--- src/rtl/b2d_pkg.sv ---
// ----------------------------------------------------------------------------
// b2d_pkg - shared types and constants for the binary64 to decimal converter
// Holds the unpacked request format passed through the request queue, the
// sequencer state encoding, and the character codes used on the output.
// ----------------------------------------------------------------------------
package b2d_pkg;

    localparam int MANT_BITS   = 52;
    localparam int EXP_W       = 11;
    localparam int EXP_BIAS    = 1023;
    // Integer part after a rounding carry can reach 2^53, so one spare bit.
    localparam int INT_W       = MANT_BITS + 2;
    localparam int BCD_DIGITS  = 16;
    localparam int BCD_W       = 4 * BCD_DIGITS;
    localparam int CONV_STEPS  = INT_W;
    localparam int CONV_CNT_W  = 6;
    localparam int DIGIT_POS_W = 4;
    localparam int QUEUE_DEPTH = 2;

    localparam logic [7:0] CHAR_NULL  = 8'h00;
    localparam logic [7:0] CHAR_MINUS = 8'h2D;
    localparam logic [7:0] CHAR_DOT   = 8'h2E;
    localparam logic [7:0] CHAR_ZERO  = 8'h30;

    typedef struct packed {
        logic                 range_err;
        logic                 neg;
        logic [INT_W-2:0]     ipart;
        logic [MANT_BITS-1:0] frac;
    } b2d_item_t;

    typedef enum logic [3:0] {
        ST_IDLE,
        ST_ERR,
        ST_FRAC,
        ST_ROUND,
        ST_CONV,
        ST_LEAD,
        ST_SIGN,
        ST_INT,
        ST_DOT,
        ST_FDIG
    } b2d_state_t;

endpackage

--- src/rtl/b2d_if.sv ---
// ----------------------------------------------------------------------------
// b2d_if - channel interfaces of the binary64 to decimal converter
// The value channel carries raw binary64 words in; the character channel
// carries one ASCII character of the text out per request.
// ----------------------------------------------------------------------------
interface b2d_in_if;
    logic        valid;
    logic        ready;
    logic [63:0] double_bits;

    modport source (output valid, output double_bits, input ready);
    modport sink   (input valid, input double_bits, output ready);
endinterface

interface b2d_out_if;
    logic       valid;
    logic       ready;
    logic [7:0] symbol;
    logic       last;
    logic       range_error;

    modport source (output valid, output symbol, output last, output range_error,
                    input ready);
    modport sink   (input valid, input symbol, input last, input range_error,
                    output ready);
endinterface

--- src/rtl/binary64_to_decimal_ascii.sv ---
// ----------------------------------------------------------------------------
// binary64_to_decimal_ascii - IEEE binary64 to fixed-point decimal text
// Converts raw binary64 words to ASCII text, one character per request.
// ----------------------------------------------------------------------------
// Usage:
//   value_ch carries one 64-bit binary64 word per request (valid/ready).
//   char_ch returns the text one character per request: an optional '-',
//   the integer digits without leading zeros, '.', then the fraction digits.
//   The final character of a number carries last. Values whose unbiased
//   exponent lies outside 0..52 give one null character with range_error
//   and last set.
// Timing:
//   An input stage classifies the word and places it in a two-entry queue,
//   so up to three words can be taken while one is being converted. The
//   conversion sequencer handles one word at a time: a load step, up to
//   FRACTION_DIGITS digit steps, up to FRACTION_DIGITS rounding steps,
//   54 shift-and-add-three steps for the integer part, a step to find
//   the leading digit, then one character per cycle while the receiver is
//   ready; a range fault skips to its one null character after the load.
//   The 54-step binary to BCD loop dominates.
// Reset and stalls:
//   Reset empties the queue and returns the sequencer to idle. When the
//   receiver holds ready low the current character waits in the output
//   register and the sequencer pauses at its next character; the queue
//   keeps accepting words until it and the input stage are full.
// ----------------------------------------------------------------------------
module binary64_to_decimal_ascii
    import b2d_pkg::*;
#(
    parameter int FRACTION_DIGITS = 6
)
(
    input  logic      clk,
    input  logic      rst_n,
    b2d_in_if.sink    value_ch,
    b2d_out_if.source char_ch
);

    // Classified request from the input stage into the queue.
    logic      front_valid;
    logic      front_ready;
    b2d_item_t front_item;

    // Request from the queue into the conversion sequencer.
    logic      back_valid;
    logic      back_ready;
    b2d_item_t back_item;

    b2d_front u_front (
        .clk        (clk),
        .rst_n      (rst_n),
        .value_ch   (value_ch),
        .item_valid (front_valid),
        .item_ready (front_ready),
        .item       (front_item)
    );

    b2d_queue u_queue (
        .clk        (clk),
        .rst_n      (rst_n),
        .push_valid (front_valid),
        .push_ready (front_ready),
        .push_item  (front_item),
        .pop_valid  (back_valid),
        .pop_ready  (back_ready),
        .pop_item   (back_item)
    );

    b2d_back #(
        .FRACTION_DIGITS (FRACTION_DIGITS)
    ) u_back (
        .clk        (clk),
        .rst_n      (rst_n),
        .item_valid (back_valid),
        .item_ready (back_ready),
        .item       (back_item),
        .char_ch    (char_ch)
    );

endmodule

--- src/rtl/b2d_front.sv ---
// ----------------------------------------------------------------------------
// b2d_front - input stage: takes a binary64 word and classifies it
// Checks the exponent range and splits the significand into an integer part
// and a left-justified 52-bit binary fraction, registered for the queue.
// ----------------------------------------------------------------------------
module b2d_front
    import b2d_pkg::*;
(
    input  logic      clk,
    input  logic      rst_n,
    b2d_in_if.sink    value_ch,
    output logic      item_valid,
    input  logic      item_ready,
    output b2d_item_t item
);

    logic                 valid_reg;
    b2d_item_t            item_reg;
    b2d_item_t            item_next;
    logic [EXP_W-1:0]     exp_field;
    logic [EXP_W-1:0]     exp_unbiased;
    logic [5:0]           shift_e;
    logic [5:0]           shift_f;
    logic [MANT_BITS-1:0] mant;

    assign exp_field    = value_ch.double_bits[62:52];
    assign mant         = value_ch.double_bits[MANT_BITS-1:0];
    assign exp_unbiased = exp_field - EXP_W'(EXP_BIAS);
    assign shift_e      = exp_unbiased[5:0];
    assign shift_f      = 6'(MANT_BITS) - shift_e;

    always_comb
    begin
        item_next.range_err = (exp_field < EXP_W'(EXP_BIAS)) ||
                              (exp_field > EXP_W'(EXP_BIAS + MANT_BITS));
        item_next.neg       = value_ch.double_bits[63];
        item_next.ipart     = {1'b1, mant} >> shift_f;
        item_next.frac      = mant << shift_e;
    end

    assign value_ch.ready = !valid_reg || item_ready;
    assign item_valid     = valid_reg;
    assign item           = item_reg;

    always_ff @(posedge clk or negedge rst_n)
    begin
        if (!rst_n)
        begin
            valid_reg <= 1'b0;
        end
        else if (value_ch.ready)
        begin
            valid_reg <= value_ch.valid;
        end
    end

    always_ff @(posedge clk)
    begin
        if (value_ch.valid && value_ch.ready)
        begin
            item_reg <= item_next;
        end
    end

endmodule

--- src/rtl/b2d_queue.sv ---
// ----------------------------------------------------------------------------
// b2d_queue - short request queue between the front and back parts
// A small circular buffer of classified requests, so that either side can
// stall without holding up the other.
// ----------------------------------------------------------------------------
module b2d_queue
    import b2d_pkg::*;
(
    input  logic      clk,
    input  logic      rst_n,
    input  logic      push_valid,
    output logic      push_ready,
    input  b2d_item_t push_item,
    output logic      pop_valid,
    input  logic      pop_ready,
    output b2d_item_t pop_item
);

    localparam int PTR_W = (QUEUE_DEPTH > 1) ? $clog2(QUEUE_DEPTH) : 1;
    localparam int CNT_W = $clog2(QUEUE_DEPTH + 1);

    b2d_item_t        mem_reg [QUEUE_DEPTH];
    logic [PTR_W-1:0] wr_ptr_reg;
    logic [PTR_W-1:0] rd_ptr_reg;
    logic [CNT_W-1:0] count_reg;
    logic             push;
    logic             pop;

    assign push_ready = (count_reg != CNT_W'(QUEUE_DEPTH));
    assign pop_valid  = (count_reg != '0);
    assign pop_item   = mem_reg[rd_ptr_reg];
    assign push       = push_valid && push_ready;
    assign pop        = pop_valid && pop_ready;

    always_ff @(posedge clk or negedge rst_n)
    begin
        if (!rst_n)
        begin
            wr_ptr_reg <= '0;
            rd_ptr_reg <= '0;
            count_reg  <= '0;
        end
        else
        begin
            if (push)
            begin
                wr_ptr_reg <= (wr_ptr_reg == PTR_W'(QUEUE_DEPTH - 1)) ? '0
                                                                       : wr_ptr_reg + 1'b1;
            end
            if (pop)
            begin
                rd_ptr_reg <= (rd_ptr_reg == PTR_W'(QUEUE_DEPTH - 1)) ? '0
                                                                       : rd_ptr_reg + 1'b1;
            end
            if (push && !pop)
            begin
                count_reg <= count_reg + 1'b1;
            end
            else if (pop && !push)
            begin
                count_reg <= count_reg - 1'b1;
            end
        end
    end

    always_ff @(posedge clk)
    begin
        if (push)
        begin
            mem_reg[wr_ptr_reg] <= push_item;
        end
    end

endmodule

--- src/rtl/b2d_back.sv ---
// ----------------------------------------------------------------------------
// b2d_back - conversion sequencer and character emitter
// Produces fraction digits by repeated multiply-by-ten, rounds them, turns
// the integer part into BCD by shift-and-add-three, then sends the text.
// ----------------------------------------------------------------------------
module b2d_back
    import b2d_pkg::*;
#(
    parameter int FRACTION_DIGITS = 6
)
(
    input  logic      clk,
    input  logic      rst_n,
    input  logic      item_valid,
    output logic      item_ready,
    input  b2d_item_t item,
    b2d_out_if.source char_ch
);

    localparam int FD   = FRACTION_DIGITS;
    localparam int IDX_W = (FD > 1) ? $clog2(FD) : 1;
    localparam int NF_W  = $clog2(FD + 1);

    b2d_state_t             state_reg, state_next;
    logic                   neg_reg, neg_next;
    logic [MANT_BITS-1:0]   frac_reg, frac_next;
    logic [INT_W-1:0]       ipart_reg, ipart_next;
    logic [BCD_W-1:0]       bcd_reg, bcd_next;
    logic [3:0]             fd_reg [FD];
    logic [IDX_W-1:0]       idx_reg, idx_next;
    logic [NF_W-1:0]        nf_reg, nf_next;
    logic [CONV_CNT_W-1:0]  cnt_reg, cnt_next;
    logic [DIGIT_POS_W-1:0] pos_reg, pos_next;
    logic                   ovalid_reg, ovalid_next;
    logic [7:0]             osym_reg, osym_next;
    logic                   olast_reg, olast_next;
    logic                   oerr_reg, oerr_next;

    logic                   fd_we;
    logic [3:0]             fd_wdata;
    logic                   slot_free;
    logic [MANT_BITS+3:0]   prod;
    logic [3:0]             digit;
    logic [MANT_BITS-1:0]   rem_next;
    logic                   last_digit;
    logic [BCD_W-1:0]       bcd_adj;
    logic [BCD_W-1:0]       bcd_shift;
    logic [DIGIT_POS_W-1:0] lead_pos;
    logic [3:0]             int_digit;
    logic [3:0]             frac_digit;

    assign slot_free  = !ovalid_reg || char_ch.ready;
    // rem * 10 as rem * 8 + rem * 2
    assign prod       = {3'b000, frac_reg, 1'b0} + {1'b0, frac_reg, 3'b000};
    assign digit      = prod[MANT_BITS+3:MANT_BITS];
    assign rem_next   = prod[MANT_BITS-1:0];
    assign last_digit = (idx_reg == IDX_W'(FD - 1));
    assign int_digit  = bcd_reg[pos_reg*4 +: 4];
    assign frac_digit = fd_reg[idx_reg];

    always_comb
    begin
        for (int g = 0; g < BCD_DIGITS; g++)
        begin
            bcd_adj[g*4 +: 4] = (bcd_reg[g*4 +: 4] >= 4'd5) ? bcd_reg[g*4 +: 4] + 4'd3
                                                             : bcd_reg[g*4 +: 4];
        end
    end

    assign bcd_shift = {bcd_adj[BCD_W-2:0], ipart_reg[INT_W-1]};

    always_comb
    begin
        lead_pos = '0;
        for (int g = 1; g < BCD_DIGITS; g++)
        begin
            if (bcd_reg[g*4 +: 4] != 4'd0)
            begin
                lead_pos = DIGIT_POS_W'(g);
            end
        end
    end

    assign item_ready          = (state_reg == ST_IDLE);
    assign char_ch.valid       = ovalid_reg;
    assign char_ch.symbol      = osym_reg;
    assign char_ch.last        = olast_reg;
    assign char_ch.range_error = oerr_reg;

    always_comb
    begin
        state_next  = state_reg;
        neg_next    = neg_reg;
        frac_next   = frac_reg;
        ipart_next  = ipart_reg;
        bcd_next    = bcd_reg;
        idx_next    = idx_reg;
        nf_next     = nf_reg;
        cnt_next    = cnt_reg;
        pos_next    = pos_reg;
        ovalid_next = ovalid_reg && !char_ch.ready;
        osym_next   = osym_reg;
        olast_next  = olast_reg;
        oerr_next   = oerr_reg;
        fd_we       = 1'b0;
        fd_wdata    = digit;

        unique case (state_reg)
            ST_IDLE:
            begin
                if (item_valid)
                begin
                    neg_next   = item.neg;
                    frac_next  = item.frac;
                    ipart_next = {1'b0, item.ipart};
                    bcd_next   = '0;
                    cnt_next   = '0;
                    idx_next   = '0;
                    state_next = item.range_err ? ST_ERR : ST_FRAC;
                end
            end
            ST_ERR:
            begin
                if (slot_free)
                begin
                    ovalid_next = 1'b1;
                    osym_next   = CHAR_NULL;
                    olast_next  = 1'b1;
                    oerr_next   = 1'b1;
                    state_next  = ST_IDLE;
                end
            end
            ST_FRAC:
            begin
                fd_we     = 1'b1;
                fd_wdata  = digit;
                frac_next = rem_next;
                if (last_digit && (rem_next > {1'b1, {(MANT_BITS-1){1'b0}}}))
                begin
                    nf_next    = NF_W'(FD);
                    state_next = ST_ROUND;
                end
                else if (last_digit || (rem_next == '0))
                begin
                    nf_next    = NF_W'(idx_reg) + NF_W'(1);
                    state_next = ST_CONV;
                end
                else
                begin
                    idx_next = idx_reg + 1'b1;
                end
            end
            ST_ROUND:
            begin
                // Ripple the round-up carry one digit per cycle.
                fd_we = 1'b1;
                if (frac_digit == 4'd9)
                begin
                    fd_wdata = 4'd0;
                    if (idx_reg == '0)
                    begin
                        ipart_next = ipart_reg + 1'b1;
                        state_next = ST_CONV;
                    end
                    else
                    begin
                        idx_next = idx_reg - 1'b1;
                    end
                end
                else
                begin
                    fd_wdata   = frac_digit + 4'd1;
                    state_next = ST_CONV;
                end
            end
            ST_CONV:
            begin
                bcd_next   = bcd_shift;
                ipart_next = {ipart_reg[INT_W-2:0], 1'b0};
                cnt_next   = cnt_reg + 1'b1;
                if (cnt_reg == CONV_CNT_W'(CONV_STEPS - 1))
                begin
                    state_next = ST_LEAD;
                end
            end
            ST_LEAD:
            begin
                pos_next   = lead_pos;
                state_next = neg_reg ? ST_SIGN : ST_INT;
            end
            ST_SIGN:
            begin
                if (slot_free)
                begin
                    ovalid_next = 1'b1;
                    osym_next   = CHAR_MINUS;
                    olast_next  = 1'b0;
                    oerr_next   = 1'b0;
                    state_next  = ST_INT;
                end
            end
            ST_INT:
            begin
                if (slot_free)
                begin
                    ovalid_next = 1'b1;
                    osym_next   = CHAR_ZERO + {4'b0000, int_digit};
                    olast_next  = 1'b0;
                    oerr_next   = 1'b0;
                    if (pos_reg == '0)
                    begin
                        state_next = ST_DOT;
                    end
                    else
                    begin
                        pos_next = pos_reg - 1'b1;
                    end
                end
            end
            ST_DOT:
            begin
                if (slot_free)
                begin
                    ovalid_next = 1'b1;
                    osym_next   = CHAR_DOT;
                    olast_next  = 1'b0;
                    oerr_next   = 1'b0;
                    idx_next    = '0;
                    state_next  = ST_FDIG;
                end
            end
            ST_FDIG:
            begin
                if (slot_free)
                begin
                    ovalid_next = 1'b1;
                    osym_next   = CHAR_ZERO + {4'b0000, frac_digit};
                    oerr_next   = 1'b0;
                    olast_next  = ((NF_W'(idx_reg) + NF_W'(1)) == nf_reg);
                    if ((NF_W'(idx_reg) + NF_W'(1)) == nf_reg)
                    begin
                        state_next = ST_IDLE;
                    end
                    else
                    begin
                        idx_next = idx_reg + 1'b1;
                    end
                end
            end
            default:
            begin
                state_next = ST_IDLE;
            end
        endcase
    end

    always_ff @(posedge clk or negedge rst_n)
    begin
        if (!rst_n)
        begin
            state_reg  <= ST_IDLE;
            ovalid_reg <= 1'b0;
        end
        else
        begin
            state_reg  <= state_next;
            ovalid_reg <= ovalid_next;
        end
    end

    always_ff @(posedge clk)
    begin
        neg_reg   <= neg_next;
        frac_reg  <= frac_next;
        ipart_reg <= ipart_next;
        bcd_reg   <= bcd_next;
        idx_reg   <= idx_next;
        nf_reg    <= nf_next;
        cnt_reg   <= cnt_next;
        pos_reg   <= pos_next;
        osym_reg  <= osym_next;
        olast_reg <= olast_next;
        oerr_reg  <= oerr_next;
        if (fd_we)
        begin
            fd_reg[idx_reg] <= fd_wdata;
        end
    end

    // A range error is always a single, final, null character.
    a_err_single: assert property (@(posedge clk) disable iff (!rst_n)
        (ovalid_reg && oerr_reg) |-> (olast_reg && (osym_reg == CHAR_NULL)))
        else $error("range error result is not a lone null character");

    // The BCD conversion never runs past its step count.
    a_conv_bound: assert property (@(posedge clk) disable iff (!rst_n)
        (state_reg == ST_CONV) |-> (cnt_reg < CONV_CNT_W'(CONV_STEPS)))
        else $error("conversion step counter overran");

    // Fraction digits are only sent from the digits actually produced.
    a_fdig_bound: assert property (@(posedge clk) disable iff (!rst_n)
        (state_reg == ST_FDIG) |-> (NF_W'(idx_reg) < nf_reg))
        else $error("fraction digit index beyond digit count");

    // Taking a request always starts work on it.
    a_take_starts: assert property (@(posedge clk) disable iff (!rst_n)
        (item_valid && item_ready) |=> (state_reg != ST_IDLE))
        else $error("request taken but sequencer stayed idle");

endmodule
--- src/flat_wrapper.sv ---
// flat-port wrapper written by rule: the top's interface ports become plain ports
module binary64_to_decimal_ascii_flat import b2d_pkg::*;
#(
    parameter int FRACTION_DIGITS = 6
)
  (clk, rst_n, value_ch_valid, value_ch_double_bits, value_ch_ready, char_ch_valid, char_ch_symbol, char_ch_last, char_ch_range_error, char_ch_ready);
  b2d_in_if value_ch_i ();
  b2d_out_if char_ch_i ();
  input  logic clk;
  input  logic rst_n;
  input wire logic [$bits(value_ch_i.valid)-1:0] value_ch_valid;
  input wire logic [$bits(value_ch_i.double_bits)-1:0] value_ch_double_bits;
  output wire logic [$bits(value_ch_i.ready)-1:0] value_ch_ready;
  output wire logic [$bits(char_ch_i.valid)-1:0] char_ch_valid;
  output wire logic [$bits(char_ch_i.symbol)-1:0] char_ch_symbol;
  output wire logic [$bits(char_ch_i.last)-1:0] char_ch_last;
  output wire logic [$bits(char_ch_i.range_error)-1:0] char_ch_range_error;
  input wire logic [$bits(char_ch_i.ready)-1:0] char_ch_ready;
  assign value_ch_i.valid = value_ch_valid;
  assign value_ch_i.double_bits = value_ch_double_bits;
  assign value_ch_ready = value_ch_i.ready;
  assign char_ch_valid = char_ch_i.valid;
  assign char_ch_symbol = char_ch_i.symbol;
  assign char_ch_last = char_ch_i.last;
  assign char_ch_range_error = char_ch_i.range_error;
  assign char_ch_i.ready = char_ch_ready;
  binary64_to_decimal_ascii #(.FRACTION_DIGITS(FRACTION_DIGITS)) u_core (.clk(clk), .rst_n(rst_n), .value_ch(value_ch_i), .char_ch(char_ch_i));
endmodule
--- config.mk ---
export PLATFORM = sky130hd
export DESIGN_NAME = binary64_to_decimal_ascii_flat
export DESIGN_NICKNAME = d
export VERILOG_FILES = /design/src/rtl/b2d_pkg.sv /design/src/rtl/b2d_if.sv /design/src/rtl/binary64_to_decimal_ascii.sv /design/src/rtl/b2d_front.sv /design/src/rtl/b2d_queue.sv /design/src/rtl/b2d_back.sv /design/src/flat_wrapper.sv
export SDC_FILE = /design/constraint.sdc
export NUM_CORES = 1
export LEC_CHECK = 0
export BUFFER_PORTS_ARGS = -buffer_cell sky130_fd_sc_hd__clkbuf_2
export CAP_MARGIN = 20
export CORE_MARGIN = 2
export CORE_UTILIZATION = 49
export CTS_BUF_LIST = sky130_fd_sc_hd__clkbuf_4
export DETAILED_ROUTE_END_ITERATION = 16
export GPL_TIMING_DRIVEN = 0
export HOLD_SLACK_MARGIN = 0.03
export SYNTH_ARGS = -nofsm -noshare
export SYNTH_HDL_FRONTEND = slang
export SYNTH_SLANG_ARGS = --single-unit
--- constraint.sdc ---
create_clock -name clk -period 16.25 [get_ports clk]
set_clock_uncertainty 0.1 [all_clocks]
set_input_delay 0.8125 -clock clk [delete_from_list [all_inputs] [get_ports clk]]
set_output_delay 0.8125 -clock clk [all_outputs]
set_load 0.05 [all_outputs]
==> metrics.md <==
| Metric | Value |
|---|---|
| P_leak | 13.0 nW |
| Post-route DRC | 0 |
| Max Buffers Root-to-Sink | 3 |
| Critical Path End Type | flop |
| Max IR drop VDD | 0.0874 mV |
| Worst-Margin Slew | 1080 ps |
| Root Driver | clkbuf_4 |
| Max FFs per register | 214 |
| DP Wirelength | 76600 um |
| Starting Density | 49.6% |
| Pin count of the biggest net entering global routing | 68 |
| Row cnt | 94 |
| Chip width | 262 um |
| Synthesis Warnings | 0 |
| CP max stage cell | or4b_1 |
| Async SR Flop Fraction | 1.81% |
| H-tree depth | 4 |
| Pre-CTS WS | 10820 ps |
| Fin crit share | 31.9% |
| Post-synthesis sequential area ratio | 50.5% |
| Final Slew Violations | 0 |
| DR WL/cell | 22.8 um |
| P_int | 2.71 mW |
| Worst setup SP type | flop |
| Switching power total | 1.13 mW |
| CP max FO | 6 |
| RSZ-0062 raised after global routing | false |
| Number of nets in the layout | 3598 |
| Setup TNS | 0 ps |
| Clk network pwr share | 30.7% |
| Drt total wl | 100000 um |
| CTS buffer count | 146 |
| Req. time, crit path | 16710 ps |
| Total grt overflow | 0 |
| Remaining antenna violation count | 0 |
| Sinks on Clock Net | 553 |
| Post-Syn Area | 0.0327 mm2 |
| Synth Register Bits | 553 |
| CTS tree | done |
| Number of flops mapped to enable cells by yosys | 540 |
| Number of global-route vias before repair | 25692 |
| Core area | 0.0660 mm2 |
| Max-Cap Viols | 0 |
| Cell variety after synth | 95 |
| Layout cells sized above 1 | 12.3% |
| Initial antenna violation count | 1 |
| Outcome | finished clean |
| Die ar. | 0.0689 mm2 |
| Hold Path Depth | 2 |
| Pre-Repair DR Iteration Count | 6 |
| First-pass GRT wire length | 152000 um |
| Top delay family on crit path | simple AND/OR/NAND/NOR gates |
| R2R depth | 13 |
| Final WS setup | 11060 ps |
| Iter 0 DRT Violations | 2723 |
| Postcts setup bufs | 0 |
| Ys flop type | edfxtp_1 |
| Hold Crit Class | primary input to flop |
| Vias per cell | 6.03 |
| Fin crit period | 5190 ps |
| Setup Viol. Count Final | 0 |
| Seq pwr share | 51.0% |
| Area growth syn-to-layout | 10.9% |
| Io pins | 80 |
| GRT Total Usage | 28.6% |
| Post-synthesis average cell area | 10.3 um2 |
| Kind of critical path | flop to flop |
| Clk Latency, worst-skew pair | 910 ps |
| Critical path depth | 13 |
| Dpl cell area | 0.0345 mm2 |
| Switching Fraction | 29.5% |
| Layout Cells excl Fill | 4401 |
| Slew HR | 27.4% |
| PortBufs | 77 |
| GP Congestion | 0.973 |
| Combinational Power Share | 18.3% |
| Worst Path Buf+Inv | 0 |
| Inst Count DP | 4144 |
| Clock slew at reported path FFs | 60 ps |
| Mapped Cells | 3189 |
| Fin. Hold Viols | 0 |
| Via count | 26533 |
| Cell Pwr Density | 106 mW/mm2 |
| Fin area | 0.0363 mm2 |
| Fmax | 193 MHz |
| Die Height | 262 um |
| Worst Path Arrival | 5650 ps |
| Worst path cell trace | ha_1, fa_1, a21o_1, a221oi_4, o21ai_2, xor2_1, or4b_1, or4_1, nor4_1, and4bb_1, nand4_1, o21a_1, nor2_1 |
| CP peak stage delay | 580 ps |
-- final cells by class --
cell class,count,area (um2)
antenna,5,12.5
buffer,187,757
clock buffer,203,1520
clock inverter,45,274
fill,5869,29700
inverter,72,270
multi-input combinational,2378,15200
sequential,553,16500
tap,864,1080
timing repair buffer,94,643
-- synthesized netlist by cell type, drive strengths merged, types with 4 or more instances --
library cell | n | share of area (%)
xor2 | 81 | 2.2
o211ai | 12 | 0.28
and4 | 12 | 0.33
o31ai | 10 | 0.23
or2 | 4 | 0.076
o2111ai | 4 | 0.11
mux2i | 147 | 4.5
mux4 | 24 | 1.7
a21oi | 308 | 4.7
and2 | 64 | 1.2
nor3b | 12 | 0.28
nand3 | 58 | 0.89
nor2 | 309 | 3.5
o31a | 5 | 0.14
inv | 72 | 0.83
o21ai | 279 | 4.3
o21a | 9 | 0.21
nor2b | 32 | 0.61
nand2b | 75 | 1.4
clkbuf | 156 | 1.9
nor3 | 86 | 1.3
nand2 | 310 | 3.6
a211oi | 60 | 1.4
o21bai | 10 | 0.23
or4 | 4 | 0.092
o221ai | 37 | 0.99
nor4 | 11 | 0.23
a31oi | 14 | 0.27
o22ai | 22 | 0.42
buf | 30 | 0.43
a21o | 20 | 0.47
a22oi | 10 | 0.23
nand4 | 34 | 0.65
dfrtp | 10 | 0.76
xnor2 | 74 | 2.0
mux2 | 51 | 1.8
nand3b | 7 | 0.16
and3 | 21 | 0.42
ha | 97 | 3.7
or3 | 12 | 0.23
edfxtp | 540 | 50
a21boi | 4 | 0.092
-- final timing paths --
path / startpoint / end / slack (ps)
setup reg to reg: u_core.u_back.frac_reg[0] / u_core.u_back.nf_reg[0] / 11060
hold / removal: value_ch_valid / u_core.u_front.item_valid / 160
setup / recovery: u_core.u_back.frac_reg[0] / u_core.u_back.nf_reg[0] / 11060
max in group asynchronous: rst_n / u_core.u_queue.rd_ptr_reg / 15470
hold reg to reg: u_core.u_front.item[53] / u_core.u_queue.mem_reg[0][53] / 310
min in group asynchronous: rst_n / u_core.u_back.char_ch.valid / 310
-- placed cells by master, fill, tap and decap left out, types with 11 or more instances in the layout --
cell type  count
nand2b_1      75
nor2b_1       32
or3_1         11
mux4_2        24
o21ai_0      274
o211ai_1      12
nor3_1        85
and3_1        19
buf_1         21
nor2_1       308
inv_1         70
clkbuf_2      78
o22ai_1       22
ha_1          97
edfxtp_1     540
mux2_2        48
xor2_1        81
mux2i_1      147
nand3_1       58
xnor2_1       74
clkbuf_1     154
clkbuf_4     203
a31oi_1       14
nand4_1       34
a21oi_1      308
clkinv_1      25
nand2_1      307
a21o_1        18
a211oi_1      60
and2_1        63
o221ai_1      37
nor3b_1       12
-- worst register-to-register path: cells and delay by family, from the launching register on --
kind                       cells  cell delay [ps]
DFF                            1              500
AOI/OAI and AO/OA              4             1070
and+or+nand+nor                6             2320
adders and majority gates      2              700
xor gates and xnor gates       1              190
-- power by group through the flow --
stage | Sequential, mW | Combinational, mW | Clock (mW)
2_1_floorplan | 1.99 | 0.420 | 0
3_3_place_gp | 2.03 | 0.664 | 0
3_5_place_dp | 1.99 | 0.695 | 0
4_1_cts | 1.96 | 0.699 | 1.22
5_1_grt | 1.98 | 0.757 | 1.28
6_report | 1.96 | 0.703 | 1.18
-- what timing repair did --
item                                   in CTS  in global routing
endpoints found under the hold margin      11                  0
gates resized for setup                     0                  0
hold buffers                                2                  0
-- layer usage --
layer  up-vias  global-route usage, %  share of wire, %
met2      1048                   45.6                46
li1      12386                      -                 -
met4         0                   9.93               3.1
met3       160                   4.82               6.3
met5         -                      0                 0
met1     12939                   39.6                44
-- stage by stage --
step	hold slack (ps)	total power, mW	utilization [%]
2_1_floorplan	321	2.41	-
3_5_place_dp	330	2.69	52.2
3_3_place_gp	323	2.69	51.8
6_report	158	3.84	55.0
4_1_cts	47.0	3.87	55.0
5_1_grt	110	4.02	55.0
-- logic make-up (layout without fill, tap and decap cells) --
group	count (synthesis)	count (layout)	share of synthesized area [%]
XOR/XNOR	155	155	4.15
AND/OR/NAND/NOR	1060	1060	15.3
flip-flops	553	553	50.5
multiplexers	222	222	7.94
AO/OA/AOI/OAI	841	841	15.2
adder cells (fa/ha/maj)	98	98	3.77
other	1	7	0.0115
buffers and inverters	259	601	3.14
No activity file was read; power rests on OpenSTA's default activity.
